`config.mk`:
```
export PLATFORM = sky130hd
export DESIGN_NAME = lumped_resistance_estimate_unit
export DESIGN_NICKNAME = d
export VERILOG_FILES = /design/src/design/lre_pkg.sv /design/src/design/lre_front.sv /design/src/design/lre_queue.sv /design/src/design/lre_back.sv /design/src/design/lumped_resistance_estimate_unit.sv
export VERILOG_INCLUDE_DIRS = /design/src /design/src/design
export SDC_FILE = /design/constraint.sdc
export NUM_CORES = 2
export LEC_CHECK = 0
export BUFFER_PORTS_ARGS = -buffer_cell sky130_fd_sc_hd__buf_2
export CAP_MARGIN = 20
export CORE_MARGIN = 10
export CORE_UTILIZATION = 65
export DETAILED_ROUTE_END_ITERATION = 10
export MAX_ROUTING_LAYER = met4
export PLACE_DENSITY = 0.86
export SLEW_MARGIN = 20
export SYNTH_ARGS = -nofsm -noshare
export SYNTH_HDL_FRONTEND = slang
export SYNTH_SLANG_ARGS = --single-unit
```
`constraint.sdc`:
```
create_clock -name clk -period 16.5 [get_ports clk]
set_input_delay 0.825 -clock clk [delete_from_list [all_inputs] [get_ports clk]]
set_output_delay 0.825 -clock clk [all_outputs]
set_load 0.005 [all_outputs]
```
`src/design/lumped_resistance_estimate_unit_defines.svh`:
```
// Assertion macros shared by the lumped resistance estimate unit.
// Each macro expects a clock named clk and a reset named rst in scope.
`ifndef LUMPED_RESISTANCE_ESTIMATE_UNIT_DEFINES_SVH
`define LUMPED_RESISTANCE_ESTIMATE_UNIT_DEFINES_SVH

// The consequent must hold in the same cycle as the antecedent.
`define LRE_ASSERT_SAME(lbl, ante, cons) \
  lbl: assert property (@(posedge clk) disable iff (rst) (ante) |-> (cons)) \
    else $error("assertion failed in lumped resistance estimate unit");

// The consequent must hold in the cycle after the antecedent.
`define LRE_ASSERT_NEXT(lbl, ante, cons) \
  lbl: assert property (@(posedge clk) disable iff (rst) (ante) |=> (cons)) \
    else $error("assertion failed in lumped resistance estimate unit");

`endif

```
`src/design/lre_pkg.sv`:
```
// Types and constants of the lumped resistance estimate unit.
// Used by the front end, the queue, the back end and the top level.
package lre_pkg;

  localparam int IN_DATA_W   = 72;
  localparam int OUT_DATA_W  = 32;
  localparam int CFG_INDEX_W = 3;
  localparam int RES_W       = 31;
  localparam int MAG_W       = 31;
  localparam int FIFO_DEPTH  = 2;

  localparam logic [RES_W-1:0] SUM_MAX = 31'h7FFF_FFFF;

  localparam logic [5:0] SQRT_LAST_CNT = 6'd47;
  localparam logic [5:0] DIV_LAST_CNT  = 6'd63;
  localparam logic [5:0] MUL_LAST_CNT  = 6'd30;

  // One classified item as it waits for the back end.
  typedef struct packed {
    logic             active;
    logic [MAG_W-1:0] area;
    logic [MAG_W-1:0] perim;
    logic [RES_W-1:0] res;
    logic             last;
  } lre_entry_t;

  typedef enum logic [3:0] {
    ST_IDLE,
    ST_DISC,
    ST_SQRT,
    ST_DSET,
    ST_DIV,
    ST_MSET,
    ST_MUL,
    ST_ACC,
    ST_FIN
  } lre_state_t;

  typedef struct packed {
    logic sat_flag;
    logic sum_full;
    logic out_load;
  } lre_status_t;

endpackage

```
`src/design/lre_front.sv`:
```
// Front end: holds the sheet resistance registers, classifies each item
// and pushes it into the queue. Depends on lre_pkg.
module lre_front import lre_pkg::*; #(
  parameter int NUM_CLASSES = 8
) (
  input  logic                   clk,
  input  logic                   rst,
  input  logic                   s_tvalid,
  output logic                   s_tready,
  input  logic [IN_DATA_W-1:0]   s_tdata,
  input  logic                   s_tlast,
  input  logic                   cfg_valid,
  output logic                   cfg_ready,
  input  logic [CFG_INDEX_W-1:0] cfg_index,
  input  logic [RES_W-1:0]       cfg_data,
  input  logic                   q_full,
  output logic                   push,
  output lre_entry_t             push_entry
);

  logic [RES_W-1:0] sheet_res [NUM_CLASSES];
  logic [2:0]       cls;
  logic [31:0]      area;
  logic [31:0]      perim;
  logic             in_range;
  logic [RES_W-1:0] res_sel;

  assign cfg_ready = 1'b1;

  always_ff @(posedge clk) begin
    if (rst) begin
      for (int i = 0; i < NUM_CLASSES; i++) sheet_res[i] <= '0;
    end else if (cfg_valid) begin
      for (int i = 0; i < NUM_CLASSES; i++) begin
        if (cfg_index == CFG_INDEX_W'(i)) sheet_res[i] <= cfg_data;
      end
    end
  end

  assign cls      = s_tdata[2:0];
  assign area     = s_tdata[34:3];
  assign perim    = s_tdata[66:35];
  assign in_range = {29'b0, cls} < 32'(NUM_CLASSES);

  always_comb begin
    res_sel = '0;
    for (int i = 0; i < NUM_CLASSES; i++) begin
      if (cls == 3'(i)) res_sel = sheet_res[i];
    end
  end

  assign s_tready = !q_full;
  assign push     = s_tvalid && !q_full;

  // Only items with positive area and perimeter in a known class do work.
  always_comb begin
    push_entry.active = in_range && (area != '0) && !area[31] &&
                        (perim != '0) && !perim[31];
    push_entry.area   = area[MAG_W-1:0];
    push_entry.perim  = perim[MAG_W-1:0];
    push_entry.res    = res_sel;
    push_entry.last   = s_tlast;
  end

endmodule

```
`src/design/lre_queue.sv`:
```
// Two-entry queue between the front end and the back end.
// Depends on lre_pkg for the entry type.
module lre_queue import lre_pkg::*; (
  input  logic       clk,
  input  logic       rst,
  input  logic       push,
  input  lre_entry_t push_entry,
  input  logic       pop,
  output lre_entry_t pop_entry,
  output logic       full,
  output logic       empty
);

  lre_entry_t mem [FIFO_DEPTH];
  logic       wptr;
  logic       rptr;
  logic [1:0] count;

  assign full      = count == 2'(FIFO_DEPTH);
  assign empty     = count == '0;
  assign pop_entry = mem[rptr];

  always_ff @(posedge clk) begin
    if (push) mem[wptr] <= push_entry;
  end

  always_ff @(posedge clk) begin
    if (rst) begin
      wptr  <= 1'b0;
      rptr  <= 1'b0;
      count <= '0;
    end else begin
      if (push) wptr <= !wptr;
      if (pop) rptr <= !rptr;
      if (push && !pop) count <= count + 2'd1;
      else if (pop && !push) count <= count - 2'd1;
    end
  end

endmodule

```
`src/design/lre_back.sv`:
```
// Back end: per active item a square root, a division and, unless the term
// is zero or saturates, a multiply, each one bit per cycle, then the
// saturating node sum and the output register. Depends on lre_pkg.
module lre_back import lre_pkg::*; (
  input  logic                  clk,
  input  logic                  rst,
  input  logic                  q_empty,
  input  lre_entry_t            q_entry,
  output logic                  pop,
  output logic                  m_tvalid,
  input  logic                  m_tready,
  output logic [OUT_DATA_W-1:0] m_tdata,
  output logic                  m_tuser,
  output lre_status_t           status
);

  lre_state_t       state, state_next;
  logic [MAG_W-1:0] cur_area;
  logic [MAG_W-1:0] cur_perim;
  logic [RES_W-1:0] cur_res;
  logic             cur_last;
  logic [61:0]      pp;
  logic [63:0]      vs;
  logic [50:0]      sq_rem;
  logic [47:0]      root;
  logic [63:0]      dvd;
  logic [47:0]      drem;
  logic [46:0]      den;
  logic [77:0]      acc;
  logic [RES_W-1:0] mres;
  logic [5:0]       cnt;
  logic             term_sat;
  logic [RES_W-1:0] sum;
  logic             sat;
  logic             out_valid;
  logic [RES_W-1:0] out_res;
  logic             out_sat;
  logic             out_load;

  logic [34:0] a16;
  logic [50:0] rem_sh;
  logic [50:0] trial;
  logic        sq_ge;
  logic [46:0] p_fx;
  logic [47:0] dsh;
  logic        div_ge;
  logic [31:0] total;

  assign a16    = {cur_area, 4'b0};
  assign rem_sh = {sq_rem[48:0], vs[63:62]};
  assign trial  = {1'b0, root, 2'b01};
  assign sq_ge  = rem_sh >= trial;
  assign p_fx   = {cur_perim, 16'b0};
  assign dsh    = {drem[46:0], dvd[63]};
  assign div_ge = dsh >= {1'b0, den};
  assign total  = {1'b0, sum} + {1'b0, acc[46:16]};

  assign pop      = (state == ST_IDLE) && !q_empty;
  assign out_load = (state == ST_FIN) && cur_last && (!out_valid || m_tready);

  always_ff @(posedge clk) begin
    if (rst) state <= ST_IDLE;
    else state <= state_next;
  end

  always_comb begin
    state_next = state;
    case (state)
      ST_IDLE: begin
        if (!q_empty) state_next = q_entry.active ? ST_DISC : ST_FIN;
      end
      ST_DISC: state_next = ST_SQRT;
      ST_SQRT: if (cnt == '0) state_next = ST_DSET;
      ST_DSET: state_next = ST_DIV;
      ST_DIV:  if (cnt == '0) state_next = ST_MSET;
      ST_MSET: begin
        if (cur_res == '0 || dvd[63:47] != '0) state_next = ST_ACC;
        else state_next = ST_MUL;
      end
      ST_MUL:  if (cnt == '0) state_next = ST_ACC;
      ST_ACC:  state_next = ST_FIN;
      ST_FIN:  if (!cur_last || out_load) state_next = ST_IDLE;
      default: state_next = ST_IDLE;
    endcase
  end

  // Datapath registers; the operands carry no reset.
  always_ff @(posedge clk) begin
    case (state)
      ST_IDLE: begin
        if (!q_empty) begin
          cur_area  <= q_entry.area;
          cur_perim <= q_entry.perim;
          cur_res   <= q_entry.res;
          cur_last  <= q_entry.last;
          pp        <= q_entry.perim * q_entry.perim;
        end
      end
      ST_DISC: begin
        vs     <= (pp > 62'(a16)) ? {2'b0, pp - 62'(a16)} : '0;
        sq_rem <= '0;
        root   <= '0;
        cnt    <= SQRT_LAST_CNT;
      end
      ST_SQRT: begin
        sq_rem <= sq_ge ? rem_sh - trial : rem_sh;
        root   <= {root[46:0], sq_ge};
        vs     <= {vs[61:0], 2'b00};
        cnt    <= cnt - 6'd1;
      end
      ST_DSET: begin
        dvd  <= {{1'b0, p_fx} + root, 16'b0};
        den  <= p_fx - root[46:0];
        drem <= '0;
        cnt  <= DIV_LAST_CNT;
      end
      ST_DIV: begin
        drem <= div_ge ? dsh - {1'b0, den} : dsh;
        dvd  <= {dvd[62:0], div_ge};
        cnt  <= cnt - 6'd1;
      end
      ST_MSET: begin
        // A zero sheet resistance adds nothing; a ratio of 2^31 or more
        // with any other resistance always overflows the sum.
        acc      <= '0;
        mres     <= cur_res;
        cnt      <= MUL_LAST_CNT;
        term_sat <= (cur_res != '0) && (dvd[63:47] != '0);
      end
      ST_MUL: begin
        acc  <= {acc[76:0], 1'b0} + (mres[RES_W-1] ? {31'b0, dvd[46:0]} : 78'b0);
        mres <= {mres[RES_W-2:0], 1'b0};
        cnt  <= cnt - 6'd1;
      end
      default: ;
    endcase
  end

  always_ff @(posedge clk) begin
    if (rst) begin
      sum <= '0;
      sat <= 1'b0;
    end else if (state == ST_ACC) begin
      if (term_sat || acc[77:47] != '0 || total[31]) begin
        sum <= SUM_MAX;
        sat <= 1'b1;
      end else begin
        sum <= total[RES_W-1:0];
      end
    end else if (out_load) begin
      sum <= '0;
      sat <= 1'b0;
    end
  end

  always_ff @(posedge clk) begin
    if (rst) out_valid <= 1'b0;
    else if (out_load) out_valid <= 1'b1;
    else if (m_tready) out_valid <= 1'b0;
  end

  always_ff @(posedge clk) begin
    if (out_load) begin
      out_res <= sum;
      out_sat <= sat;
    end
  end

  assign m_tvalid = out_valid;
  assign m_tdata  = {1'b0, out_res};
  assign m_tuser  = out_sat;

  always_comb begin
    status.sat_flag = sat;
    status.sum_full = sum == SUM_MAX;
    status.out_load = out_load;
  end

endmodule

```
`src/design/lumped_resistance_estimate_unit.sv`:
```
// Lumped resistance estimate of one node: front end, queue and back end.
// Depends on lre_pkg, lre_front, lre_queue, lre_back and the defines header.
//
// Items carry one resistance class each; the item with tlast closes the node
// and produces one result with the saturated sum and its overflow flag in
// tuser. A counted item goes one bit per cycle through a 48-step square root,
// a 64-step restoring divider and, unless its resistance is zero or its ratio
// saturates, a 31-step shift-add multiply. A skipped item goes from idle to
// the finish state. A two-entry queue lets the front end accept while the
// back end works, and the output register holds a result until it is taken.
`include "lumped_resistance_estimate_unit_defines.svh"

module lumped_resistance_estimate_unit import lre_pkg::*; #(
  parameter int NUM_CLASSES = 8
) (
  input  logic                   clk,
  input  logic                   rst,
  input  logic                   s_tvalid,
  output logic                   s_tready,
  // [2:0] class_index, [34:3] region_area, [66:35] region_perimeter, rest zero
  input  logic [IN_DATA_W-1:0]   s_tdata,
  input  logic                   s_tlast,
  output logic                   m_tvalid,
  input  logic                   m_tready,
  // [30:0] node_resistance, [31] zero
  output logic [OUT_DATA_W-1:0]  m_tdata,
  // [0] saturated
  output logic                   m_tuser,
  input  logic                   cfg_valid,
  output logic                   cfg_ready,
  input  logic [CFG_INDEX_W-1:0] cfg_index,
  input  logic [RES_W-1:0]       cfg_data
);

  logic        q_full;
  logic        q_empty;
  logic        push;
  logic        pop;
  lre_entry_t  push_entry;
  lre_entry_t  pop_entry;
  lre_status_t status;

  lre_front #(.NUM_CLASSES(NUM_CLASSES)) u_front (
    .clk(clk), .rst(rst),
    .s_tvalid(s_tvalid), .s_tready(s_tready), .s_tdata(s_tdata), .s_tlast(s_tlast),
    .cfg_valid(cfg_valid), .cfg_ready(cfg_ready), .cfg_index(cfg_index),
    .cfg_data(cfg_data), .q_full(q_full), .push(push), .push_entry(push_entry)
  );

  lre_queue u_queue (
    .clk(clk), .rst(rst), .push(push), .push_entry(push_entry),
    .pop(pop), .pop_entry(pop_entry), .full(q_full), .empty(q_empty)
  );

  lre_back u_back (
    .clk(clk), .rst(rst), .q_empty(q_empty), .q_entry(pop_entry), .pop(pop),
    .m_tvalid(m_tvalid), .m_tready(m_tready), .m_tdata(m_tdata),
    .m_tuser(m_tuser), .status(status)
  );

  `LRE_ASSERT_SAME(a_sat_pins_sum, status.sat_flag, status.sum_full)
  `LRE_ASSERT_SAME(a_out_sat_max, m_tvalid && m_tuser, m_tdata[RES_W-1:0] == SUM_MAX)
  `LRE_ASSERT_NEXT(a_load_shows, status.out_load, m_tvalid)

endmodule

```
==> flow_metrics.py <==
metrics = {
    "synth": {
        "netlist_top_cells_area": "edfxtp_1, fa_1, ha_1",
        "ys_seq_elements": 1100,
        "yosysSeqAreaShare_pct": 38.4,
        "netlist_area_um2": 84900,
        "async_reset_ff_share_pct": 0,
        "synth_edf_count": 1058,
        "synth_xor_area_share_pct": 3.97,
        "ys_warn_count": 0,
        "synth-simple-area-share_pct": 11.5,
        "synthAdderAreaFrac_pct": 25.7,
        "synthDistinctLibCells": 108,
        "syn_nets": 9501,
        "muxShareOfSynthArea_pct": 2.71,
        "synth_compound_area_share_pct": 10.7,
        "yosysTopAreaCellShare_pct": 37.4,
        "synth_top_flop_cell": "edfxtp_1",
        "synth_top_area_cell": "edfxtp_1",
        "netlist_instances": 8099,
        "synth_top_family_by_area": "adder cells",
        "synth_area_per_cell_um2": 10.5,
    },
    "critical_path": {
        "cp_slowest_cell": "clkinv_1",
        "cp_top_family": "adder cells",
        "r2r_cells": 26,
        "cp.required_ns": 16.98,
        "crit_path_max_incr_delay_ns": 0.97,
        "path_max_fanout": 24,
        "critical_path_class": "reg -> reg",
        "arrival_ns": 11.40,
        "endpoint": "u_back.pp[59]$_DFFE_PP_",
        "path_buf_inv": 6,
        "crit_top_cell": "fa_1",
        "crit_path_start_kind": "register",
        "crit_path_end_kind": "register",
        "r2r_end": "u_back.pp[59]$_DFFE_PP_",
        "rrSetupSlack_ns": 5.58,
        "crit_cells": 26,
    },
    "cts": {
        "cts.sink_count": 1100,
        "cts-htree-levels": 3,
        "postCtsSetupRepairBufs": 0,
        "root_buffer": "clkbuf_16",
        "cts_tree": "built",
        "clock_latency_ns": 0.76,
        "cts_hold_buffers": 0,
        "ctsLongestPathBuffers": 3,
        "clk_pin_slew_ns": 0.06,
        "ctsResizeCount": 0,
        "cts_buffers": 113,
    },
    "floorplan": {
        "coreArea_um2": 130000,
        "fp.dieH_um": 381,
        "die_w_um": 381,
        "ioPinCount": 148,
        "rows": 132,
        "fp.dieArea_um2": 145000,
        "start_util_pct": 65.5,
    },
    "sta": {
        "post-route-period-util_pct": 66.2,
        "drv_slew": 0,
        "max_freq_mhz": 91.6,
        "finalCriticalPeriod_ns": 10.92,
        "report.final.hold_viol_count": 0,
        "slew_headroom_pct": 22.1,
        "setup_viol": 0,
        "finalSetupTns_ns": 0,
        "max_slew.worst_pin.slew_ns": 1.15,
        "worst_clock_skew_ns": 0.0474,
        "rsz0062_at_grt": "false",
    },
    "layout": {
        "nets": 9518,
        "layout-drive-gt1-share_pct": 7.40,
        "final_cells": 9971,
        "postLayoutCellArea_um2": 91100,
        "areaGrowthSynthToFinish_pct": 7.32,
        "num-fill-cells": 8963,
    },
    "grt": {
        "antenna_found_initial": 13,
        "track_usage_pct": 30.7,
        "grt_max_degree": 161,
        "grt_pass1_vias": 63400,
        "grt_pass1_wl_um": 345000,
        "grt_overflow_total": 0,
    },
    "detailed_routing": {
        "wire_per_inst_um": 22.0,
        "vias_per_cell": 6.15,
        "dr.pass1.iters": 5,
        "ant_nets": 0,
        "num_vias": 61300,
        "wl_um": 219000,
        "drc": 0,
        "drt_iter0_drc": 5647,
    },
    "place": {
        "port-buffer-count": 140,
        "gp_congestion": 0.958,
        "dpl_cell_area_um2": 87300,
        "placed_cells": 9742,
        "dpl.hpwl_um": 158000,
    },
    "run": {
        "maxCapViolCount": 0,
    },
    "outcome": {
        "status": "complete, no violations",
    },
    "worst_hold_path": {
        "min_path_type": "in -> reg",
    },
}
worst min-delay path by stage:
stage                             from                            to  cells past startpoint
3_5_place_dp   u_back.sat$_SDFFE_PP0P_      u_back.m_tuser$_DFFE_PP_                      0
3_3_place_gp   u_back.sat$_SDFFE_PP0P_      u_back.m_tuser$_DFFE_PP_                      0
2_1_floorplan  u_back.sat$_SDFFE_PP0P_      u_back.m_tuser$_DFFE_PP_                      0
4_1_cts                    s_tdata[58]  u_queue.mem[0][55]$_DFFE_PP_                      1
5_1_grt                    s_tdata[58]  u_queue.mem[0][55]$_DFFE_PP_                      1
6_report                   s_tdata[58]  u_queue.mem[0][55]$_DFFE_PP_                      1
layout make-up:
class	count	area (um2)	share of cell area (%)
Inverter	1211	4550	4.99
Timing Repair Buffer	231	1420	1.56
Clock buffer	131	2920	3.20
Antenna cell	14	35.0	0.0384
Clock inverter	83	810	0.888
Tap cell	1742	2180	2.39
Multi-Input combinational cell	5459	46600	51.1
Sequential cell	1100	32600	35.8
cell usage after synthesis (all sizes together), types with 14 or more instances:
master / count
fa: 759
clkbuf: 279
a211oi: 64
mux2: 80
nor4: 66
o21bai: 68
nand3: 94
inv: 1197
a31oi: 49
o21ai: 272
buf: 50
xnor2: 268
o31ai: 23
or3: 21
o221ai: 21
o21a: 33
nor2b: 50
a22oi: 33
a21oi: 450
nand2: 637
a21o: 159
a22o: 60
edfxtp: 1058
ha: 531
nor2: 875
nand4: 68
a221o: 17
o211ai: 20
clkinv: 14
nor3: 76
nand2b: 75
and2: 74
and3: 84
xor2: 117
mux2i: 129
dfxtp: 42
worst reg2reg max path, cell delays in order, from the launching register on:
cell       delay (ns)
dfxtp_4          0.51
buf_4            0.52
mux2i_1          0.31
buf_4            0.34
clkinv_1         0.99
nand2_1          0.50
inv_1            0.16
fa_1             0.53
fa_1             0.54
fa_1             0.54
fa_1             0.53
fa_1             0.52
fa_1             0.53
fa_1             0.57
inv_1            0.06
fa_1             0.63
inv_1            0.06
ha_1             0.35
nand4_1          0.15
or4_1            0.49
a31oi_1          0.29
nor2_1           0.13
a21oi_2          0.24
a21oi_1          0.18
a31oi_1          0.31
mux2i_1          0.12
a2111oi_0        0.55
layer usage:
metal	wire (um)	up-vias	track usage (%)	share of wire (%)
li1	-	27500	-	-
met1	81600	30000	38.1	37
met2	105000	3072	49.0	48
met3	19900	759	5.31	9.1
met4	12400	0	14.7	5.7
met5	0	-	-	0
through the flow:
stage          util, %  setup WS [ns]  hold slack [ns]
2_1_floorplan        -           4.09            0.409
3_3_place_gp      67.4           5.93            0.415
3_5_place_dp      67.4           5.79            0.420
4_1_cts           70.2           5.73            0.226
5_1_grt           70.3           5.22            0.246
6_report          70.3           5.58            0.275
sequential cells by signal, indices dropped and copies added (netlist names), 47 cells and up, named ones only:
| register | cells |
|---|---|
| u_front.sheet_res | 248 |
| u_queue.mem | 190 |
| u_back.acc | 78 |
| u_back.dvd | 64 |
| u_back.vs | 63 |
| u_back.pp | 61 |
| u_back.sq_rem | 49 |
| u_back.root | 48 |
| u_back.den | 47 |
| u_back.drem | 47 |
cells in the final DEF (no fill, tap or decap), types with 19 or more instances in the layout:
master / synthesis / layout
inv_1: 1196 / 1192
edfxtp_1: 1058 / 1058
nor2_1: 875 / 870
fa_1: 759 / 759
nand2_1: 636 / 632
ha_1: 531 / 531
a21oi_1: 444 / 444
xnor2_1: 268 / 268
o21ai_0: 239 / 239
a21o_1: 159 / 159
buf_2: 9 / 140
xor2_1: 117 / 117
clkbuf_16: 0 / 114
mux2i_1: 129 / 109
nand3_1: 93 / 91
buf_4: 7 / 88
and3_1: 84 / 83
mux2_2: 80 / 80
and2_1: 74 / 74
nand2b_1: 75 / 74
nor3_1: 75 / 71
nand4_1: 68 / 68
o21bai_1: 66 / 66
nor4_1: 65 / 64
a211oi_1: 61 / 61
a22o_1: 60 / 60
nor2b_1: 50 / 48
a31oi_1: 44 / 43
dfxtp_1: 42 / 41
clkinv_1: 14 / 37
o21a_1: 33 / 33
a22oi_1: 33 / 33
clkinv_2: 0 / 29
o21ai_1: 25 / 25
or3_1: 21 / 21
o221ai_1: 20 / 20
mux2i_2: 0 / 20
o31ai_1: 19 / 19
o211ai_1: 19 / 19
cell families after synthesis:
family | after synthesis
AOI/OAI and AO/OA | 1390
xor gates and xnor gates | 385
adders and majority gates | 1290
buffers and inverters | 1540
DFF | 1100
muxes | 214
other | 2
and+or+nand+nor | 2178
Power is left out: the tool's default activity adds up to more than one toggle a clock period on the data nets, which glitch-free logic cannot reach.
